`config.mk`:
```
export PLATFORM = sky130hd
export DESIGN_NAME = json_token_to_event_nesting_unit
export DESIGN_NICKNAME = d
export VERILOG_FILES = /design/src/hdl/jten_pkg.sv /design/src/hdl/jten_cell.sv /design/src/hdl/jten_stack.sv /design/src/hdl/json_token_to_event_nesting_unit.sv
export SDC_FILE = /design/constraint.sdc
export NUM_CORES = 1
export LEC_CHECK = 0
export BUFFER_PORTS_ARGS = -buffer_cell sky130_fd_sc_hd__buf_2
export CAP_MARGIN = 20
export CORE_MARGIN = 5
export CORE_UTILIZATION = 45
export CTS_CLUSTER_SIZE = 20
export DETAILED_ROUTE_END_ITERATION = 10
export GPL_TIMING_DRIVEN = 0
export HOLD_SLACK_MARGIN = 0.15
export PLACE_DENSITY_LB_ADDON = 0.1
export SYNTH_ARGS = -nofsm -noshare
export SYNTH_HDL_FRONTEND = slang
export SYNTH_SLANG_ARGS = --single-unit
```
`constraint.sdc`:
```
create_clock -name i_clk -period 16.9 [get_ports i_clk]
set_clock_uncertainty 0.1 [all_clocks]
set_input_delay 2.535 -clock i_clk [delete_from_list [all_inputs] [get_ports i_clk]]
set_output_delay 2.535 -clock i_clk [all_outputs]
set_load 0.02 [all_outputs]
```
`src/hdl/jten_pkg.sv`:
```
`timescale 1ns / 1ps
// Shared types and codes for the JSON token-to-event nesting unit.
// No dependencies; imported by every module of the block.
package jten_pkg;

    typedef logic [3:0] t_kind;
    typedef logic [1:0] t_parent;

    // Token kinds on the input channel
    localparam t_kind TOK_ERROR    = 4'd0;
    localparam t_kind TOK_OBJOPEN  = 4'd1;
    localparam t_kind TOK_OBJCLOSE = 4'd2;
    localparam t_kind TOK_ARROPEN  = 4'd3;
    localparam t_kind TOK_ARRCLOSE = 4'd4;
    localparam t_kind TOK_COLON    = 4'd5;
    localparam t_kind TOK_COMMA    = 4'd6;
    localparam t_kind TOK_STRING   = 4'd7;
    localparam t_kind TOK_UNSIGNED = 4'd8;
    localparam t_kind TOK_INTEGER  = 4'd9;
    localparam t_kind TOK_FLOAT    = 4'd10;
    localparam t_kind TOK_BOOL     = 4'd11;
    localparam t_kind TOK_NULL     = 4'd12;
    localparam t_kind TOK_END      = 4'd13;

    // Event kinds on the output channel
    localparam t_kind EV_ERROR    = 4'd0;
    localparam t_kind EV_OBJOPEN  = 4'd1;
    localparam t_kind EV_OBJCLOSE = 4'd2;
    localparam t_kind EV_ARROPEN  = 4'd3;
    localparam t_kind EV_ARRCLOSE = 4'd4;
    localparam t_kind EV_NAME     = 4'd5;
    localparam t_kind EV_STRING   = 4'd6;
    localparam t_kind EV_UNSIGNED = 4'd7;
    localparam t_kind EV_INTEGER  = 4'd8;
    localparam t_kind EV_FLOAT    = 4'd9;
    localparam t_kind EV_BOOL     = 4'd10;
    localparam t_kind EV_NULL     = 4'd11;
    localparam t_kind EV_END      = 4'd12;

    localparam t_parent PARENT_NONE   = 2'd0;
    localparam t_parent PARENT_OBJECT = 2'd1;
    localparam t_parent PARENT_ARRAY  = 2'd2;

    localparam logic LAYER_OBJECT = 1'b0;
    localparam logic LAYER_ARRAY  = 1'b1;

    // Command broadcast to every stack cell
    typedef struct packed {
        logic push;
        logic pop;
        logic layer;
    } t_stack_cmd;

endpackage

```
`src/hdl/jten_cell.sv`:
```
`timescale 1ns / 1ps
// One stack cell: holds a single container layer bit and trades it with
// its neighbors on push and pop. Depends on jten_pkg.
module jten_cell
    import jten_pkg::*;
(
    input  logic       i_clk,
    input  t_stack_cmd i_cmd,
    input  logic       i_from_above,
    input  logic       i_from_below,
    output logic       o_layer
);

    logic r_layer;
    logic n_layer;

    always_comb begin
        n_layer = r_layer;
        if (i_cmd.push) begin
            n_layer = i_from_above;
        end else if (i_cmd.pop) begin
            n_layer = i_from_below;
        end
    end

    always_ff @(posedge i_clk) begin
        r_layer <= n_layer;
    end

    assign o_layer = r_layer;

endmodule

```
`src/hdl/jten_stack.sv`:
```
`timescale 1ns / 1ps
// Container stack as a row of shifting cells with the top in cell 0,
// plus the fill count. Depends on jten_pkg and jten_cell.
module jten_stack
    import jten_pkg::*;
#(
    parameter int STACK_DEPTH = 16,
    localparam int CNT_W = $clog2(STACK_DEPTH + 1)
) (
    input  logic             i_clk,
    input  logic             i_rst_n,
    input  t_stack_cmd       i_cmd,
    output logic [CNT_W-1:0] o_count,
    output logic             o_top,
    output logic             o_second
);

    logic [STACK_DEPTH-1:0] w_layer;
    logic [CNT_W-1:0]       r_count;
    logic [CNT_W-1:0]       n_count;

    genvar g;
    generate
        for (g = 0; g < STACK_DEPTH; g++) begin : g_cell
            logic w_above;
            logic w_below;
            if (g == 0) begin : g_first
                assign w_above = i_cmd.layer;
            end else begin : g_mid
                assign w_above = w_layer[g-1];
            end
            if (g == STACK_DEPTH - 1) begin : g_last
                assign w_below = 1'b0;
            end else begin : g_inner
                assign w_below = w_layer[g+1];
            end
            jten_cell u_cell (
                .i_clk        (i_clk),
                .i_cmd        (i_cmd),
                .i_from_above (w_above),
                .i_from_below (w_below),
                .o_layer      (w_layer[g])
            );
        end
        if (STACK_DEPTH > 1) begin : g_second
            assign o_second = w_layer[1];
        end else begin : g_no_second
            assign o_second = 1'b0;
        end
    endgenerate

    always_comb begin
        n_count = r_count;
        if (i_cmd.push) begin
            n_count = r_count + CNT_W'(1);
        end else if (i_cmd.pop) begin
            n_count = r_count - CNT_W'(1);
        end
    end

    always_ff @(posedge i_clk) begin
        if (!i_rst_n) begin
            r_count <= '0;
        end else begin
            r_count <= n_count;
        end
    end

    assign o_count = r_count;
    assign o_top   = w_layer[0];

endmodule

```
`src/hdl/json_token_to_event_nesting_unit.sv`:
```
`timescale 1ns / 1ps
// JSON token to pull-parser event unit. An event appears in the output
// register in the cycle after its token is accepted. Throughput: one
// token per cycle unless stalled; stack cells shift in the same cycle.
// Input stalls only while a held event is stalled downstream.
// Synchronous reset clears the stack count, key, flags and output valid;
// stack cell contents are not cleared. Depends on jten_pkg, jten_stack.
module json_token_to_event_nesting_unit
    import jten_pkg::*;
#(
    parameter int STACK_DEPTH = 16
) (
    input  logic        i_clk,
    input  logic        i_rst_n,
    input  logic        i_in_valid,
    output logic        o_in_stall,
    input  logic [3:0]  i_kind,
    input  logic [3:0]  i_next_kind,
    input  logic [15:0] i_token_ref,
    input  logic [63:0] i_token_value,
    input  logic [3:0]  i_error_code,
    output logic        o_out_valid,
    input  logic        i_out_stall,
    output logic [3:0]  o_event_kind,
    output logic [1:0]  o_parent_kind,
    output logic        o_name_present,
    output logic [15:0] o_name_ref,
    output logic [15:0] o_event_ref,
    output logic [63:0] o_event_value,
    output logic [3:0]  o_event_error
);

    localparam int CNT_W = $clog2(STACK_DEPTH + 1);
    localparam logic [CNT_W-1:0] CNT_FULL = CNT_W'(STACK_DEPTH);

    logic             w_accept;
    t_stack_cmd       w_cmd;
    logic [CNT_W-1:0] w_count;
    logic             w_top;
    logic             w_second;
    t_parent          w_parent;
    t_parent          w_parent_pop;

    logic        r_key_valid, n_key_valid;
    logic [15:0] r_key_ref, n_key_ref;
    logic        r_after_colon, n_after_colon;

    logic        r_out_valid;
    logic [3:0]  r_event_kind;
    logic [1:0]  r_parent_kind;
    logic        r_name_present;
    logic [15:0] r_name_ref;
    logic [15:0] r_event_ref;
    logic [63:0] r_event_value;
    logic [3:0]  r_event_error;

    logic        n_emit;
    logic        n_use_name;
    logic [3:0]  n_event_kind;
    t_parent     n_parent_kind;
    logic [15:0] n_event_ref;
    logic [63:0] n_event_value;
    logic [3:0]  n_event_error;

    assign o_in_stall = r_out_valid & i_out_stall;
    assign w_accept   = i_in_valid & ~o_in_stall;

    jten_stack #(
        .STACK_DEPTH (STACK_DEPTH)
    ) u_stack (
        .i_clk    (i_clk),
        .i_rst_n  (i_rst_n),
        .i_cmd    (w_cmd),
        .o_count  (w_count),
        .o_top    (w_top),
        .o_second (w_second)
    );

    always_comb begin
        if (w_count == '0) begin
            w_parent = PARENT_NONE;
        end else begin
            w_parent = w_top ? PARENT_ARRAY : PARENT_OBJECT;
        end
        // parent after a pop: the entry below the top, or none
        if (w_count <= CNT_W'(1)) begin
            w_parent_pop = PARENT_NONE;
        end else begin
            w_parent_pop = w_second ? PARENT_ARRAY : PARENT_OBJECT;
        end
    end

    always_comb begin
        w_cmd         = '0;
        n_emit        = 1'b0;
        n_use_name    = 1'b1;
        n_event_kind  = EV_ERROR;
        n_parent_kind = w_parent;
        n_event_ref   = '0;
        n_event_value = '0;
        n_event_error = '0;
        n_key_valid   = r_key_valid;
        n_key_ref     = r_key_ref;
        n_after_colon = r_after_colon;

        case (i_kind)
            TOK_ERROR: begin
                n_emit        = 1'b1;
                n_event_kind  = EV_ERROR;
                n_event_ref   = i_token_ref;
                n_event_error = i_error_code;
            end
            TOK_OBJOPEN, TOK_ARROPEN: begin
                n_emit        = 1'b1;
                n_use_name    = 1'b0;
                n_event_kind  = i_kind;
                n_event_ref   = i_token_ref;
                w_cmd.push    = w_accept && (w_count != CNT_FULL);
                w_cmd.layer   = (i_kind == TOK_ARROPEN) ? LAYER_ARRAY : LAYER_OBJECT;
                n_key_valid   = 1'b0;
                n_key_ref     = '0;
                n_after_colon = 1'b0;
            end
            TOK_OBJCLOSE, TOK_ARRCLOSE: begin
                n_emit        = 1'b1;
                n_use_name    = 1'b0;
                n_event_kind  = i_kind;
                n_event_ref   = i_token_ref;
                n_parent_kind = w_parent_pop;
                w_cmd.pop     = w_accept && (w_count != '0);
                n_key_valid   = 1'b0;
                n_key_ref     = '0;
                n_after_colon = 1'b0;
            end
            TOK_COLON: begin
                n_emit        = (w_parent == PARENT_OBJECT) &&
                                ((i_next_kind == TOK_OBJOPEN) ||
                                 (i_next_kind == TOK_ARROPEN));
                n_event_kind  = EV_NAME;
                n_after_colon = 1'b1;
            end
            TOK_COMMA: begin
                n_key_valid   = 1'b0;
                n_key_ref     = '0;
                n_after_colon = 1'b0;
            end
            TOK_STRING: begin
                if ((w_parent != PARENT_OBJECT) || r_after_colon) begin
                    n_emit       = 1'b1;
                    n_event_kind = EV_STRING;
                    n_event_ref  = i_token_ref;
                end else begin
                    // store the key instead of emitting it
                    n_key_ref   = i_token_ref;
                    n_key_valid = 1'b1;
                end
                n_after_colon = 1'b0;
            end
            TOK_UNSIGNED, TOK_INTEGER, TOK_FLOAT, TOK_BOOL: begin
                n_emit        = 1'b1;
                n_event_kind  = i_kind - 4'd1;
                n_event_ref   = i_token_ref;
                n_event_value = i_token_value;
                n_after_colon = 1'b0;
            end
            TOK_NULL: begin
                n_emit        = 1'b1;
                n_event_kind  = EV_NULL;
                n_event_ref   = i_token_ref;
                n_after_colon = 1'b0;
            end
            TOK_END: begin
                n_emit       = 1'b1;
                n_event_kind = EV_END;
            end
            default: begin
            end
        endcase
    end

    always_ff @(posedge i_clk) begin
        if (!i_rst_n) begin
            r_key_valid   <= 1'b0;
            r_key_ref     <= '0;
            r_after_colon <= 1'b0;
            r_out_valid   <= 1'b0;
        end else begin
            if (w_accept) begin
                r_key_valid   <= n_key_valid;
                r_key_ref     <= n_key_ref;
                r_after_colon <= n_after_colon;
            end
            if (w_accept && n_emit) begin
                r_out_valid <= 1'b1;
            end else if (!i_out_stall) begin
                r_out_valid <= 1'b0;
            end
        end
    end

    // Payload: load only with a new event, hold otherwise
    always_ff @(posedge i_clk) begin
        if (w_accept && n_emit) begin
            r_event_kind  <= n_event_kind;
            r_parent_kind <= n_parent_kind;
            if (n_use_name && (w_parent == PARENT_OBJECT) && r_key_valid) begin
                r_name_present <= 1'b1;
                r_name_ref     <= r_key_ref;
            end else begin
                r_name_present <= 1'b0;
                r_name_ref     <= '0;
            end
            r_event_ref   <= n_event_ref;
            r_event_value <= n_event_value;
            r_event_error <= n_event_error;
        end
    end

    assign o_out_valid    = r_out_valid;
    assign o_event_kind   = r_event_kind;
    assign o_parent_kind  = r_parent_kind;
    assign o_name_present = r_name_present;
    assign o_name_ref     = r_name_ref;
    assign o_event_ref    = r_event_ref;
    assign o_event_value  = r_event_value;
    assign o_event_error  = r_event_error;

endmodule

```
### Word-level counts from Yosys, hierarchy flattened

Index checks and enable logic that the tools add are counted.

* input bits: 96
* output and inout port bits: 109
* bits in registers: 147

* reduce and logical (&&, ||, !) cells: 24
* muxes and demuxes: 58
* magnitude comparators: 1
* bitwise gates (word level): 3
* eq/ne operators: 20
* add/sub/neg operators: 3

Operators by type and width (number)
* 16-bit case mux with 2 select lines: 2
* 1-bit two-way mux: 42
* 16-bit two-way mux: 2
* 4-bit equality test, second input constant: 6
* 4-bit case mux with 6 select lines: 1
* 11-bit OR reduction: 2
* 4-bit by 3-bit equality test with 1-bit output, second input constant: 4
* 4-bit by 2-bit equality test with 1-bit output, second input constant: 3
* 2-bit two-way mux: 5
* 5-bit two-way mux: 2
* 10-bit OR reduction: 1
* 4-bit by 1-bit equality test with 1-bit output, second input constant: 2
* 4-bit OR reduction: 2
* 1-bit logical AND: 6
* 2-bit nonzero test: 3
* 5-bit by 1-bit adder with 5-bit output, second input constant: 1
* 5-bit by 1-bit <= comparator with 1-bit output, second input constant: 1
* 5-bit zero test: 1
* 5-bit != test, second input constant: 1
* 5-bit nonzero test: 1
* 5-bit OR reduction: 1
* 5-bit by 1-bit subtractor with 5-bit output, second input constant: 1
* 4-bit zero test: 1
* 2-bit by 1-bit != test with 1-bit output, second input constant: 2
* other kinds (12): 16

### Logic depth before layout (Yosys ltp)

* depth after elaboration: 8
* gate-level depth with buffers: 8
* depth with buffers taken out: 6

### Hierarchy

From an unflattened synthesis, not the netlist that was laid out.

* cell total of the unflattened synthesis: 438
* area, all modules: 6276.0 um^2

Modules (own cells, without submodules)
* json_token_to_event_nesting_unit: area each 5118.7 um^2, times used 1, cells each 348
* jten_cell: area each 51.3 um^2, times used 16, cells each 3
* jten_stack: area each 336.6 um^2, times used 1, cells each 42

### Worst setup path after synthesis

No wires, ideal clock.

* path type: input to register
* start: input port i_next_kind[3]
* end: register r_event_error[0], in the netlist o_event_error[0] (enable)
* path buffers: 0
* stages on the path: 4
* arrival: 7.883 ns
* slack: 8.343 ns
* cells stage by stage: or4b_2 > o21ai_0 > a2111oi_0 > nor2_1

* cells in the longest elaborated chain, start to end: 5
* elaborated cells on any way between the ends: 6
* classes of those cells: eq/ne (2); mux (1); reduce/logical (3)

Ends and longest elaborated chain
* start, declared: RTL line json_token_to_event_nesting_unit.sv:18 `input logic [3:0] i_next_kind,`
* 4-bit by 1-bit equality test with 1-bit output or 4-bit by 2-bit equality test with 1-bit output (tied branches): RTL line json_token_to_event_nesting_unit.sv:137, json_token_to_event_nesting_unit.sv:138
* 1-bit logical OR (*): RTL line json_token_to_event_nesting_unit.sv:137 `((i_next_kind == TOK_OBJOPEN) ||`
* 1-bit logical AND (*): RTL line json_token_to_event_nesting_unit.sv:136 `n_emit = (w_parent == PARENT_OBJECT) &&`
* 1-bit case mux with 3 select lines (*): RTL line json_token_to_event_nesting_unit.sv:106 `case (i_kind)`
* 1-bit logical AND (*): RTL line json_token_to_event_nesting_unit.sv:203 `if (w_accept && n_emit) begin`
* end signal, assigned: RTL line json_token_to_event_nesting_unit.sv:215 `r_event_error <= n_event_error;`
* end, declared: RTL line json_token_to_event_nesting_unit.sv:55 `logic [3:0] r_event_error;`

Mark *: on every way between the ends. The rest lies on a longest branch, timed or not.
A chain may end at the register's enable or synchronous reset.

### Final worst setup path

* start: input port i_out_stall
* end: output port o_in_stall

* cells in the longest elaborated chain, start to end: 1

Ends and longest elaborated chain
* start, declared: RTL line json_token_to_event_nesting_unit.sv:23 `input logic i_out_stall,`
* 1-bit AND: RTL line json_token_to_event_nesting_unit.sv:65 `assign o_in_stall = r_out_valid & i_out_stall;`
* end, declared: RTL line json_token_to_event_nesting_unit.sv:16 `output logic o_in_stall,`

Every way passes these cells.

==> results_dict.tcl <==
set metrics [dict create \
    status "finished clean" \
    worstSkewPairLatency_ns 0.41 \
    root_buffer "clkbuf_16" \
    cp-end-kind "primary output" \
    synthesis.area_um2 6110 \
    synthArstFlopShare_pct 0 \
    area_growth_pct 30.9 \
    yosys.area.top_type "edfxtp_1" \
    cts.path.max_buffers 2 \
    fp.dieH_um 127 \
    timing.rr.start "u_stack.g_cell[0].u_cell.o_layer" \
    cts_num_sinks 147 \
    synth_nets 521 \
    leakagePower_nw 3.27 \
    drv_slew 0 \
    critical_path_class "in -> out" \
    fin_crit_ns 5.60 \
    min_from "r_key_ref[3]" \
    clkTransAtPathRegs_ns 0.06 \
    holdPathEnd "r_key_ref[3]" \
    totalNegativeSetupSlack_ns 0 \
    first_global_vias 4089 \
    ys_warn_count 0 \
    synth_top_family_by_area "simple AND/OR/NAND/NOR gates" \
    routed_via_density 4.90 \
    reg2reg_to "o_event_value[54]" \
    worst_ir_drop_vdd_mv 0.0528 \
    dpl.hpwl_um 10200 \
    synth_simple_gate_area_share_pct 17.1 \
    fp.dieW_um 127 \
    drt-initial-drc-count 221 \
    ant_nets 0 \
    grt_max_degree 37 \
    crit_fanout 2 \
    place_inst 798 \
    fmax_mhz 179 \
    syn_area_per_cell_um2 14.7 \
    power_density_nw_per_um2 110 \
    gp_congestion 0.798 \
    relSlewSlack_pct 49.4 \
    synth.most_common_cell "edfxtp_1" \
    synth-edff-count 123 \
    synthXorXnorAreaFrac_pct 0 \
    grt_remaining_overflow 0 \
    synth_flop_cell "edfxtp_1" \
    worst_pin_slew_ns 0.740 \
    drc_errors 0 \
    grtUsageTotal_pct 17.1 \
    layout.cells.non_filler 830 \
    post_drt_wl_per_cell_um 16.5 \
    dr.pass1.iters 5 \
    row_count 42 \
    cts_tree "built" \
    coreArea_um2 13300 \
    grt_pass1_wl_um 21400 \
    cp-start-kind "input port" \
    synth_commonest_cells "edfxtp_1 (123), and2_1 (84), dfxtp_1 (24), nor2b_1 (17), a22o_2 (15)" \
    vias 4069 \
    nets 746 \
    cts_setup_buffers 0 \
    holdBufCountCts 0 \
    seq_area_frac_synth_pct 68.3 \
    rr_worst_depth 7 \
    synthCells 416 \
    numCtsBuffers 17 \
    synthDistinctLibCells 54 \
    io_buffers 202 \
    finalCritPeriodShare_pct 33.1 \
    cts_resized 0 \
    synth_compound_area_share_pct 6.41 \
    setup_violations 0 \
    synth-adder-area-share_pct 1.84 \
    ys_ff_latch 147 \
    drv_cap 0 \
    hold_class "reg -> reg" \
    r2r_slack_ns 13.66 \
    hold_depth 1 \
    initial_core_util_pct 46.0 \
    pin_count 205 \
    synth_top_area_share_pct 60.4 \
    antenna_found_initial 0 \
    drive_above_1_share_pct 43.9 \
    final_hold_viol_count 0 \
    dieArea_um2 16000 \
    cts_max_level 4 \
    synth.top_cells.by_area "edfxtp_1 (60%), and2_1 (8.6%), dfxtp_1 (7.9%), mux2_2 (2.6%), a22o_2 (2.5%)" \
    wirelength_um 13700 \
    muxShareOfSynthArea_pct 3.73 \
    antenna_cells 0 \
    rsz0062_at_grt "false" \
    critPathRequiredTime_ns 14.27 \
    crit_arrival_ns 2.96 \
]
[cell type report]
type                            count  area (µm²)
Inverter                            7        26.3
Tap cell                          176         220
Sequential cell                   147        4170
Timing Repair Buffer              206        1080
Clock inverter                     10         106
Buffer                             22         135
Clock buffer                       22         474
Fill cell                        1083        5290
Multi-Input combinational cell    240        1780
[through the flow]
step	hold slack [ns]	total power (W)	instance area, µm²	utilization (%)	worst slack, ns
floorplan	0.324	0.000486	6110	-	8.34
global placement	0.347	0.000525	7340	55.2	6.29
detailed placement	0.345	0.000526	7420	55.8	11.30
CTS	0.366	0.000891	8000	60.2	11.30
global route	0.383	0.000913	8000	60.2	11.28
finish	0.370	0.000882	8000	60.2	11.30
[logic make-up after synthesis]
kind of cell	after synthesis
mux	21
flops	147
fa+ha+maj	9
buf+inv	29
compound gates	49
simple gates	161
[flip-flops by register name, indices dropped and copies added, names as in the netlist]
| name | flops |
|---|---|
| o_event_value | 64 |
| o_event_kind | 4 |
| r_key_valid | 1 |
| o_parent_kind | 2 |
| r_after_colon | 1 |
| o_out_valid | 1 |
| u_stack.g_cell.u_cell.o_layer | 16 |
| o_name_present | 1 |
| u_stack.o_count | 5 |
| r_key_ref | 16 |
| o_name_ref | 16 |
| o_event_ref | 16 |
| o_event_error | 4 |
[how the worst max path moves through the flow]
| stage | start | end | cells after the start |
|---|---|---|---|
| after global placement | i_kind[0] | o_event_ref[3] | 6 |
| final | i_out_stall | o_in_stall | 3 |
| after CTS | i_out_stall | o_in_stall | 3 |
| after floorplan | i_next_kind[3] | o_event_error[0] | 4 |
| after detailed placement | i_out_stall | o_in_stall | 3 |
| after global routing | i_out_stall | o_in_stall | 3 |
[worst max-delay path, cell delays in order]
cell,delay [ns]
buf_2,0.10
and2_1,0.16
buf_2,0.16
[placed cells by master, fill, tap and decap left out, drive strengths merged, types with 2 or more instances in the layout]
cell type  Yosys  layout
or4            2       2
bufinv         0       2
mux2          14      14
ha             9       9
clkbuf        13      35
nor3b          2       2
buf            9     215
clkinvlp       0       2
nand3b         2       2
o21a           2       2
a22o          17      17
and3           6       6
nand2b         8       8
nand2          8       8
nor2          12      12
edfxtp       123     123
o22ai          2       2
nor2b         17      17
o21ai          7       7
or4b           3       3
mux2i          7       7
nor4           6       6
nor3           4       4
a21oi          9       9
clkinv         0       5
nor4b          2       2
and2          84      84
dfxtp         24      24
inv            7       8
[metal layers]
layer  wire (µm)  up-vias  track usage (%)
met4         210        0             6.69
met1        5290     1940             20.0
met3        1150       17             5.09
li1            -     1965                -
met5           0        -                0
met2        7030      147             29.7
[power by group]
part	switching [W]	leakage (nW)	internal [W]
registers	0.00000501	1.34	0.000416
clock network	0.000137	0.281	0.000228
logic	0.0000612	1.65	0.0000350
total	0.000203	3.27	0.000678
Power figures use the tool's default switching activity.
